`config.mk`:
```
export PLATFORM = sky130hd
export DESIGN_NAME = multichannel_fir_filter_unit
export DESIGN_NICKNAME = d
export VERILOG_FILES = /design/src/hdl/mcfir_pkg.sv /design/src/hdl/mcfir_ram.sv /design/src/hdl/mcfir_ctrl.sv /design/src/hdl/mcfir_dp.sv /design/src/hdl/multichannel_fir_filter_unit.sv
export SDC_FILE = /design/constraint.sdc
export NUM_CORES = 2
export LEC_CHECK = 0
export BUFFER_PORTS_ARGS = -buffer_cell sky130_fd_sc_hd__clkbuf_2
export CAP_MARGIN = 0
export CORE_ASPECT_RATIO = 2
export CORE_MARGIN = 2
export CORE_UTILIZATION = 41
export CTS_CLUSTER_SIZE = 16
export DETAILED_ROUTE_END_ITERATION = 6
export MAX_ROUTING_LAYER = met4
export PLACE_DENSITY_LB_ADDON = 0.2
export SLEW_MARGIN = 40
export SYNTH_ARGS = -nofsm -noshare
export SYNTH_HDL_FRONTEND = slang
export SYNTH_SLANG_ARGS = --single-unit
```
`constraint.sdc`:
```
create_clock -name clk -period 7.39 [get_ports clk]
set_input_delay 1.1085 -clock clk [delete_from_list [all_inputs] [get_ports clk]]
set_output_delay 1.1085 -clock clk [all_outputs]
set_load 0.005 [all_outputs]
```
`src/hdl/mcfir_pkg.sv`:
```
// shared constants, types and address helper for the multichannel fir filter
package mcfir_pkg;

  localparam int TAPS     = 32;
  localparam int CHANNELS = 4;
  localparam int IN_CH    = 4;
  localparam int SAMP_W   = 10;
  localparam int COEF_W   = 16;
  localparam int OUT_W    = 16;
  localparam int FRAC     = 15;
  localparam int PROD_W   = COEF_W + SAMP_W + 1;
  localparam int TAP_W    = (TAPS > 1) ? $clog2(TAPS) : 1;
  localparam int CH_W     = (CHANNELS > 1) ? $clog2(CHANNELS) : 1;
  localparam int DEPTH    = CHANNELS * TAPS;
  localparam int ADDR_W   = (DEPTH > 1) ? $clog2(DEPTH) : 1;
  localparam int ACC_W    = (PROD_W + TAP_W + 1 > 32) ? PROD_W + TAP_W + 1 : 32;

  localparam logic OP_SAMPLE_SET = 1'b0;
  localparam logic OP_COEF_WRITE = 1'b1;

  typedef struct packed {
    logic              clear;
    logic [ADDR_W-1:0] clear_addr;
    logic              load_in;
    logic              coef_wr;
    logic              samp_wr;
    logic              rd;
    logic              acc_clr;
    logic              emit;
    logic              last;
    logic [CH_W-1:0]   chan;
    logic [TAP_W-1:0]  pos;
    logic [TAP_W-1:0]  tap;
  } cmd_t;

  typedef struct packed {
    logic busy;
    logic out_free;
  } status_t;

  function automatic logic [ADDR_W-1:0] mem_addr(input logic [CH_W-1:0] ch,
                                                 input logic [TAP_W-1:0] idx);
    return ADDR_W'(int'(ch) * TAPS + int'(idx));
  endfunction

endpackage

```
`src/hdl/mcfir_ram.sv`:
```
// generic single-port ram with registered read
module mcfir_ram #(
  parameter int WIDTH = 16,
  parameter int DEPTH = 128
) (
  input  logic                     clk,
  input  logic                     we,
  input  logic [$clog2(DEPTH)-1:0] addr,
  input  logic [WIDTH-1:0]         wdata,
  output logic [WIDTH-1:0]         rdata
);

  logic [WIDTH-1:0] mem [DEPTH];
  logic [WIDTH-1:0] rdata_r;

  always_ff @(posedge clk) begin
    if (we) begin
      mem[addr] <= wdata;
    end
    rdata_r <= mem[addr];
  end

  assign rdata = rdata_r;

endmodule

```
`src/hdl/mcfir_ctrl.sv`:
```
// sequencer for clearing, sample storage and the shared multiply-accumulate
module mcfir_ctrl (
  input  logic               clk,
  input  logic               rst_n,
  input  logic               in_valid,
  input  logic               in_op,
  output logic               in_stall,
  input  mcfir_pkg::status_t status,
  output mcfir_pkg::cmd_t    cmd
);

  typedef enum logic [2:0] {
    S_CLEAR,
    S_IDLE,
    S_WRITE,
    S_MAC,
    S_DRAIN
  } state_t;

  state_t                         state_r, state_nxt;
  logic [mcfir_pkg::ADDR_W-1:0]   clr_r, clr_nxt;
  logic [mcfir_pkg::TAP_W-1:0]    wp_r, wp_nxt;
  logic [mcfir_pkg::TAP_W-1:0]    tap_r, tap_nxt;
  logic [mcfir_pkg::TAP_W-1:0]    pos_r, pos_nxt;
  logic [mcfir_pkg::CH_W-1:0]     chan_r, chan_nxt;
  logic                           accept;
  logic                           last_chan;

  assign in_stall  = (state_r != S_IDLE);
  assign accept    = (state_r == S_IDLE) && in_valid;
  assign last_chan = (chan_r == mcfir_pkg::CH_W'(mcfir_pkg::CHANNELS - 1));

  always_comb begin
    state_nxt = state_r;
    clr_nxt   = clr_r;
    wp_nxt    = wp_r;
    tap_nxt   = tap_r;
    pos_nxt   = pos_r;
    chan_nxt  = chan_r;

    cmd            = '0;
    cmd.clear_addr = clr_r;
    cmd.chan       = chan_r;
    cmd.pos        = pos_r;
    cmd.tap        = tap_r;
    cmd.last       = last_chan;

    case (state_r)
      S_CLEAR: begin
        cmd.clear = 1'b1;
        clr_nxt   = clr_r + 1'b1;
        if (clr_r == mcfir_pkg::ADDR_W'(mcfir_pkg::DEPTH - 1)) begin
          state_nxt = S_IDLE;
        end
      end
      S_IDLE: begin
        if (accept) begin
          if (in_op == mcfir_pkg::OP_COEF_WRITE) begin
            cmd.coef_wr = 1'b1;
          end else begin
            cmd.load_in = 1'b1;
            wp_nxt      = (wp_r == mcfir_pkg::TAP_W'(mcfir_pkg::TAPS - 1)) ? '0 : wp_r + 1'b1;
            chan_nxt    = '0;
            state_nxt   = S_WRITE;
          end
        end
      end
      S_WRITE: begin
        cmd.samp_wr = 1'b1;
        cmd.pos     = wp_r;
        if (last_chan) begin
          chan_nxt  = '0;
          tap_nxt   = '0;
          pos_nxt   = wp_r;
          state_nxt = S_MAC;
        end else begin
          chan_nxt = chan_r + 1'b1;
        end
      end
      S_MAC: begin
        cmd.rd      = 1'b1;
        cmd.acc_clr = (tap_r == '0);
        tap_nxt     = tap_r + 1'b1;
        pos_nxt     = (pos_r == '0) ? mcfir_pkg::TAP_W'(mcfir_pkg::TAPS - 1) : pos_r - 1'b1;
        if (tap_r == mcfir_pkg::TAP_W'(mcfir_pkg::TAPS - 1)) begin
          state_nxt = S_DRAIN;
        end
      end
      S_DRAIN: begin
        if (!status.busy && status.out_free) begin
          cmd.emit = 1'b1;
          if (last_chan) begin
            state_nxt = S_IDLE;
          end else begin
            chan_nxt  = chan_r + 1'b1;
            tap_nxt   = '0;
            pos_nxt   = wp_r;
            state_nxt = S_MAC;
          end
        end
      end
      default: begin
        state_nxt = S_IDLE;
      end
    endcase
  end

  always_ff @(posedge clk) begin
    if (!rst_n) begin
      state_r <= S_CLEAR;
      clr_r   <= '0;
      wp_r    <= '0;
      tap_r   <= '0;
      pos_r   <= '0;
      chan_r  <= '0;
    end else begin
      state_r <= state_nxt;
      clr_r   <= clr_nxt;
      wp_r    <= wp_nxt;
      tap_r   <= tap_nxt;
      pos_r   <= pos_nxt;
      chan_r  <= chan_nxt;
    end
  end

endmodule

```
`src/hdl/mcfir_dp.sv`:
```
// datapath: sample and coefficient stores, multiply-accumulate and result register
module mcfir_dp (
  input  logic                                                 clk,
  input  logic                                                 rst_n,
  input  mcfir_pkg::cmd_t                                      cmd,
  output mcfir_pkg::status_t                                   status,
  input  logic [mcfir_pkg::IN_CH-1:0][mcfir_pkg::SAMP_W-1:0]   in_samp,
  input  logic [1:0]                                           in_coef_channel,
  input  logic [4:0]                                           in_coef_tap,
  input  logic signed [mcfir_pkg::COEF_W-1:0]                  in_coef_value,
  output logic                                                 out_valid,
  input  logic                                                 out_stall,
  output logic [1:0]                                           out_channel,
  output logic [mcfir_pkg::SAMP_W-1:0]                         out_raw_sample,
  output logic signed [mcfir_pkg::OUT_W-1:0]                   out_filtered,
  output logic                                                 out_last
);

  logic [mcfir_pkg::SAMP_W-1:0]        samp_r [mcfir_pkg::CHANNELS];
  logic                                coef_in_range;
  logic                                coef_we, samp_we;
  logic [mcfir_pkg::ADDR_W-1:0]        coef_addr, samp_addr;
  logic [mcfir_pkg::COEF_W-1:0]        coef_wdata, coef_rdata;
  logic [mcfir_pkg::SAMP_W-1:0]        samp_wdata, samp_rdata;
  logic                                v1_r, v2_r;
  logic signed [mcfir_pkg::PROD_W-1:0] prod_r;
  logic signed [mcfir_pkg::ACC_W-1:0]  acc_r;
  logic                                out_valid_r;
  logic [1:0]                          out_channel_r;
  logic [mcfir_pkg::SAMP_W-1:0]        out_raw_r;
  logic signed [mcfir_pkg::OUT_W-1:0]  out_filt_r;
  logic                                out_last_r;

  assign coef_in_range = (int'(in_coef_channel) < mcfir_pkg::CHANNELS) &&
                         (int'(in_coef_tap) < mcfir_pkg::TAPS);

  assign coef_we    = cmd.clear || (cmd.coef_wr && coef_in_range);
  assign coef_wdata = cmd.clear ? '0 : in_coef_value;
  always_comb begin
    if (cmd.clear) begin
      coef_addr = cmd.clear_addr;
    end else if (cmd.coef_wr) begin
      coef_addr = mcfir_pkg::mem_addr(mcfir_pkg::CH_W'(in_coef_channel),
                                      mcfir_pkg::TAP_W'(in_coef_tap));
    end else begin
      coef_addr = mcfir_pkg::mem_addr(cmd.chan, cmd.tap);
    end
  end

  assign samp_we    = cmd.clear || cmd.samp_wr;
  assign samp_wdata = cmd.clear ? '0 : samp_r[cmd.chan];
  assign samp_addr  = cmd.clear ? cmd.clear_addr : mcfir_pkg::mem_addr(cmd.chan, cmd.pos);

  mcfir_ram #(
    .WIDTH(mcfir_pkg::COEF_W),
    .DEPTH(mcfir_pkg::DEPTH)
  ) u_coef_ram (
    .clk  (clk),
    .we   (coef_we),
    .addr (coef_addr),
    .wdata(coef_wdata),
    .rdata(coef_rdata)
  );

  mcfir_ram #(
    .WIDTH(mcfir_pkg::SAMP_W),
    .DEPTH(mcfir_pkg::DEPTH)
  ) u_samp_ram (
    .clk  (clk),
    .we   (samp_we),
    .addr (samp_addr),
    .wdata(samp_wdata),
    .rdata(samp_rdata)
  );

  // newest samples, also the raw value of each result
  always_ff @(posedge clk) begin
    if (cmd.load_in) begin
      for (int c = 0; c < mcfir_pkg::CHANNELS; c++) begin
        samp_r[c] <= in_samp[c];
      end
    end
  end

  always_ff @(posedge clk) begin
    if (!rst_n) begin
      v1_r <= 1'b0;
      v2_r <= 1'b0;
    end else begin
      v1_r <= cmd.rd;
      v2_r <= v1_r;
    end
  end

  always_ff @(posedge clk) begin
    if (v1_r) begin
      prod_r <= $signed(coef_rdata) * $signed({1'b0, samp_rdata});
    end
    if (cmd.acc_clr) begin
      acc_r <= '0;
    end else if (v2_r) begin
      acc_r <= acc_r + mcfir_pkg::ACC_W'(prod_r);
    end
  end

  assign status.busy     = v1_r || v2_r;
  assign status.out_free = !out_valid_r || !out_stall;

  always_ff @(posedge clk) begin
    if (!rst_n) begin
      out_valid_r <= 1'b0;
    end else if (cmd.emit) begin
      out_valid_r <= 1'b1;
    end else if (!out_stall) begin
      out_valid_r <= 1'b0;
    end
  end

  always_ff @(posedge clk) begin
    if (cmd.emit) begin
      out_channel_r <= 2'(cmd.chan);
      out_raw_r     <= samp_r[cmd.chan];
      out_filt_r    <= acc_r[mcfir_pkg::FRAC+mcfir_pkg::OUT_W-1:mcfir_pkg::FRAC];
      out_last_r    <= cmd.last;
    end
  end

  assign out_valid      = out_valid_r;
  assign out_channel    = out_channel_r;
  assign out_raw_sample = out_raw_r;
  assign out_filtered   = out_filt_r;
  assign out_last       = out_last_r;

endmodule

```
`src/hdl/multichannel_fir_filter_unit.sv`:
```
// top level of the four-channel q15 fir filter
// coefficient write: result-free; the next transfer is taken in the following cycle
// sample set: stored channel by channel, then each channel in turn runs through the one
// shared multiplier and ram read port; the input stays stalled until the last result is emitted
// results leave through an output register, one per channel in channel order
// reset: synchronous, active low; a pass over all 128 addresses then zeroes both stores, input stalled
module multichannel_fir_filter_unit (
  input  logic                                clk,
  input  logic                                rst_n,
  input  logic                                in_valid,
  output logic                                in_stall,
  input  logic                                in_op,
  input  logic [mcfir_pkg::SAMP_W-1:0]        in_sample_ch0,
  input  logic [mcfir_pkg::SAMP_W-1:0]        in_sample_ch1,
  input  logic [mcfir_pkg::SAMP_W-1:0]        in_sample_ch2,
  input  logic [mcfir_pkg::SAMP_W-1:0]        in_sample_ch3,
  input  logic [1:0]                          in_coef_channel,
  input  logic [4:0]                          in_coef_tap,
  input  logic signed [mcfir_pkg::COEF_W-1:0] in_coef_value,
  output logic                                out_valid,
  input  logic                                out_stall,
  output logic [1:0]                          out_channel,
  output logic [mcfir_pkg::SAMP_W-1:0]        out_raw_sample,
  output logic signed [mcfir_pkg::OUT_W-1:0]  out_filtered,
  output logic                                out_last
);

  mcfir_pkg::cmd_t                                    cmd;
  mcfir_pkg::status_t                                 status;
  logic [mcfir_pkg::IN_CH-1:0][mcfir_pkg::SAMP_W-1:0] in_samp;

  assign in_samp = {in_sample_ch3, in_sample_ch2, in_sample_ch1, in_sample_ch0};

  mcfir_ctrl u_ctrl (
    .clk     (clk),
    .rst_n   (rst_n),
    .in_valid(in_valid),
    .in_op   (in_op),
    .in_stall(in_stall),
    .status  (status),
    .cmd     (cmd)
  );

  mcfir_dp u_dp (
    .clk            (clk),
    .rst_n          (rst_n),
    .cmd            (cmd),
    .status         (status),
    .in_samp        (in_samp),
    .in_coef_channel(in_coef_channel),
    .in_coef_tap    (in_coef_tap),
    .in_coef_value  (in_coef_value),
    .out_valid      (out_valid),
    .out_stall      (out_stall),
    .out_channel    (out_channel),
    .out_raw_sample (out_raw_sample),
    .out_filtered   (out_filtered),
    .out_last       (out_last)
  );

endmodule

```
==> results_dict.tcl <==
set metrics [dict create \
    status "finished, violations left" \
    violations "design-rule violations" \
    worstPathMaxFanout 16 \
    num_io_pins 99 \
    hold_viol 0 \
    relSlewSlack_pct 32.9 \
    crit_type "flop to flop" \
    setup_viol 0 \
    dieWidth_um 419 \
    busiest_layer "met2" \
    endpoint_kind "flop" \
    synth_edf_count 3424 \
    worst_r2r_startpoint "u_dp.u_samp_ram.rdata[2]$_DFF_P_" \
    power_frac_seq_pct 31.8 \
    met1_usage_pct 26.6 \
    critPathMaxStageDelay_ns 0.81 \
    wire_per_inst_um 33.7 \
    min_to "u_dp.samp_r[3][4]$_DFFE_PP_" \
    placementRows 305 \
    antenna_found_initial 20 \
    p_comb_share_pct 48.0 \
    synth_ff_type "edfxtp_1" \
    ys_ff_latch 3513 \
    timing.reg2reg.setup_slack_ns 0.75 \
    clock-root-buffer "clkbuf_16" \
    drc_errors 3 \
    p_switching_mw 33.0 \
    cts_buffer_depth 4 \
    portBuffers 98 \
    slew_violations 0 \
    hold_depth 1 \
    fin_crit_sh_pct 89.8 \
    cp-start-kind "flop" \
    initial_utilization_pct 41.1 \
    worstMarginPinSlew_ns 1.00 \
    fin_crit_ns 6.64 \
    finalSetupTns_ns 0 \
    gp_congestion 0.956 \
    netlist_instances 8011 \
    met3_usage_pct 3.24 \
    p_sw_share_pct 40.5 \
    timing.fmax_mhz 151 \
    min_from "in_sample_ch3[4]" \
    crit_chain "nand2_1, fa_1, fa_1, inv_1, fa_1, fa_1, inv_1, fa_1, inv_1, ha_1, and2_1, and3_1, a32oi_1, nand2_1, o21ai_0, a21oi_1, a2111oi_0, o21bai_1, a21oi_1, xnor2_1" \
    ctsHoldBuffers 0 \
    syn_area_per_cell_sq_um 17.6 \
    worstHoldPathType "input pin to flop" \
    cp_data_required_time_ns 8.06 \
    drtPass1Iterations 7 \
    worstSetupStartpoint "u_dp.u_samp_ram.rdata[2]$_DFF_P_" \
    cts.sinks 3513 \
    cts_max_level 5 \
    crit_path_frequent_cell "fa_1" \
    worstSkewPairLatency_ns 0.92 \
    reg2reg_depth 20 \
    dr_total_vias 78100 \
    ir_drop_mv 0.914 \
    synth.area.top_cells "edfxtp_1 73%, mux4_2 8.8%, fa_1 2.1%" \
    nNetsFinal 8726 \
    drive_gt1_share_pct 20.1 \
    grt_pass1_wl_um 623000 \
    syn_nets 8324 \
    rsz0062_at_grt "no" \
    drtAntennaViolNets 0 \
    synth_warnings 0 \
    cp_slowest_cell "dfxtp_1" \
    hold_slack_ns 0.362 \
    dieArea_sq_um 350000 \
    synth_cell_types 85 \
    dpl.hpwl_um 294000 \
    synth_top_area_share_pct 72.7 \
    drt_iter0_drc 8298 \
    cts_tree "yes" \
    reg2reg_to "u_dp.prod_r[25]$_DFFE_PP_" \
    synth_common_cells "3424 x edfxtp_1, 687 x nand2_1, 554 x mux4_2" \
    ys_seq_area_share_pct 74.0 \
    drt_wl_total_um 447000 \
    post-cts-setup-buffers 0 \
    die_h_um 834 \
    cap_viol_max_count 0 \
    ys_async_sr_fraction_pct 0 \
    fp.coreArea_sq_um 344000 \
    yosysTopAreaCell "edfxtp_1" \
    arrival_ns 7.31 \
    syn_area_sq_um 141000 \
    synthToLayoutAreaGrowth_pct 13.4 \
    viasPerCell 5.88 \
    power.density_nw_per_um2 508 \
    cts.clk_slew.worst_paths_ns 0.08 \
    grt_max_degree 92 \
    power_frac_clock_pct 20.2 \
    met2_usage_pct 46.1 \
    p_int_mw 48.4 \
    grt-ovfl-total 0 \
    leakage_nw 52.4 \
    numCtsBuffers 315 \
    fin_skew_ns 0.0823 \
    grtUsageTotal_pct 26.1 \
    cts_resized 0 \
    grt_pass1_vias 80600 \
    synth_most_common_cell "edfxtp_1" \
]
## cell type report
cell class | count | area, sq um
fill | 29500 | 184000
sequential | 3513 | 105000
multi-input combinational | 3828 | 34700
clock buffer | 385 | 8380
tap | 4605 | 5760
timing repair buffer | 539 | 4440
clock inverter | 172 | 1590
inverter | 216 | 811
antenna | 23 | 57.6
## power by group through the flow
stage	logic [mW]	registers, mW	clock network, mW
floorplan	23.6	26.1	0
global placement	39.0	26.3	0
CTS	39.6	25.9	16.7
finish	39.0	25.9	16.4
detailed placement	39.4	26.4	0
global route	41.9	26.0	17.3
## layout by cell type (no fill, tap or decap), types with 146 or more instances in the layout
| cell | Yosys | layout |
|---|---|---|
| a22oi_1 | 252 | 251 |
| inv_1 | 215 | 215 |
| clkbuf_16 | 0 | 325 |
| mux4_2 | 554 | 554 |
| buf_4 | 52 | 382 |
| edfxtp_1 | 3424 | 3424 |
| a21oi_1 | 473 | 467 |
| nand2_1 | 687 | 678 |
| o21ai_0 | 150 | 146 |
| fa_1 | 146 | 146 |
| nor2_1 | 388 | 280 |
## routing by layer
metal	part of all wire [%]	up-vias	routed length, um
li1	-	32500	-
met1	32	41100	144000
met2	53	3356	239000
met3	5.6	1123	24900
met4	8.8	0	39500
met5	0	-	0
## kinds of logic after synthesis
family                   count (synthesis)  synth area share [%]
buffers and inverters                  670                  2.10
AO/OA/AOI/OAI                         1386                  6.42
XOR/XNOR                                53                 0.328
flip-flops                            3513                  74.0
adder cells (fa/ha/maj)                245                  2.94
multiplexers                           670                  9.65
AND/OR/NAND/NOR                       1474                  4.58
## sequential cells by signal, indices dropped and copies added, names as in the netlist, 7 cells and up, named ones only
signal / cells
u_dp.samp_r: 40
u_dp.acc_r: 31
u_dp.u_samp_ram.rdata: 10
u_dp.u_coef_ram.rdata: 16
u_dp.u_samp_ram.mem: 1280
u_dp.prod_r: 27
u_dp.u_coef_ram.mem: 2048
u_dp.out_filtered: 16
u_ctrl.clr_r: 7
u_dp.out_raw_sample: 10
## critical path, delay by kind of cell, from the launching register on
| family | cells | cell delay, ns |
|---|---|---|
| buffers and inverters | 3 | 0.18 |
| AND/OR/NAND/NOR | 4 | 0.68 |
| XOR/XNOR | 1 | 0.08 |
| flip-flops | 1 | 0.81 |
| adder cells (fa/ha/maj) | 6 | 2.92 |
| AO/OA/AOI/OAI | 6 | 1.72 |
## worst max path at each step
stage | slack [ns] | end
after global placement | 0.91 | u_dp.prod_r[26]$_DFFE_PP_
final | 0.75 | u_dp.prod_r[25]$_DFFE_PP_
after detailed placement | 0.80 | u_dp.prod_r[25]$_DFFE_PP_
after floorplan | 1.58 | u_dp.prod_r[26]$_DFFE_PP_
after CTS | 0.80 | u_dp.prod_r[25]$_DFFE_PP_
after global routing | 0.48 | u_dp.prod_r[26]$_DFFE_PP_
## through the flow
| step | std cells | power [mW] | setup WS [ns] | instance area (sq um) | utilization, % |
|---|---|---|---|---|---|
| floorplan | 8011 | 49.8 | 1.58 | 141000 | - |
| global placement | 12700 | 65.3 | 0.908 | 149000 | 43.4 |
| detailed placement | 12700 | 65.8 | 0.796 | 150000 | 43.6 |
| CTS | 13200 | 82.1 | 0.798 | 160000 | 46.5 |
| global route | 13300 | 85.2 | 0.481 | 160000 | 46.6 |
| finish | 13300 | 81.3 | 0.755 | 160000 | 46.6 |
No activity file was read; power rests on OpenSTA's default activity.
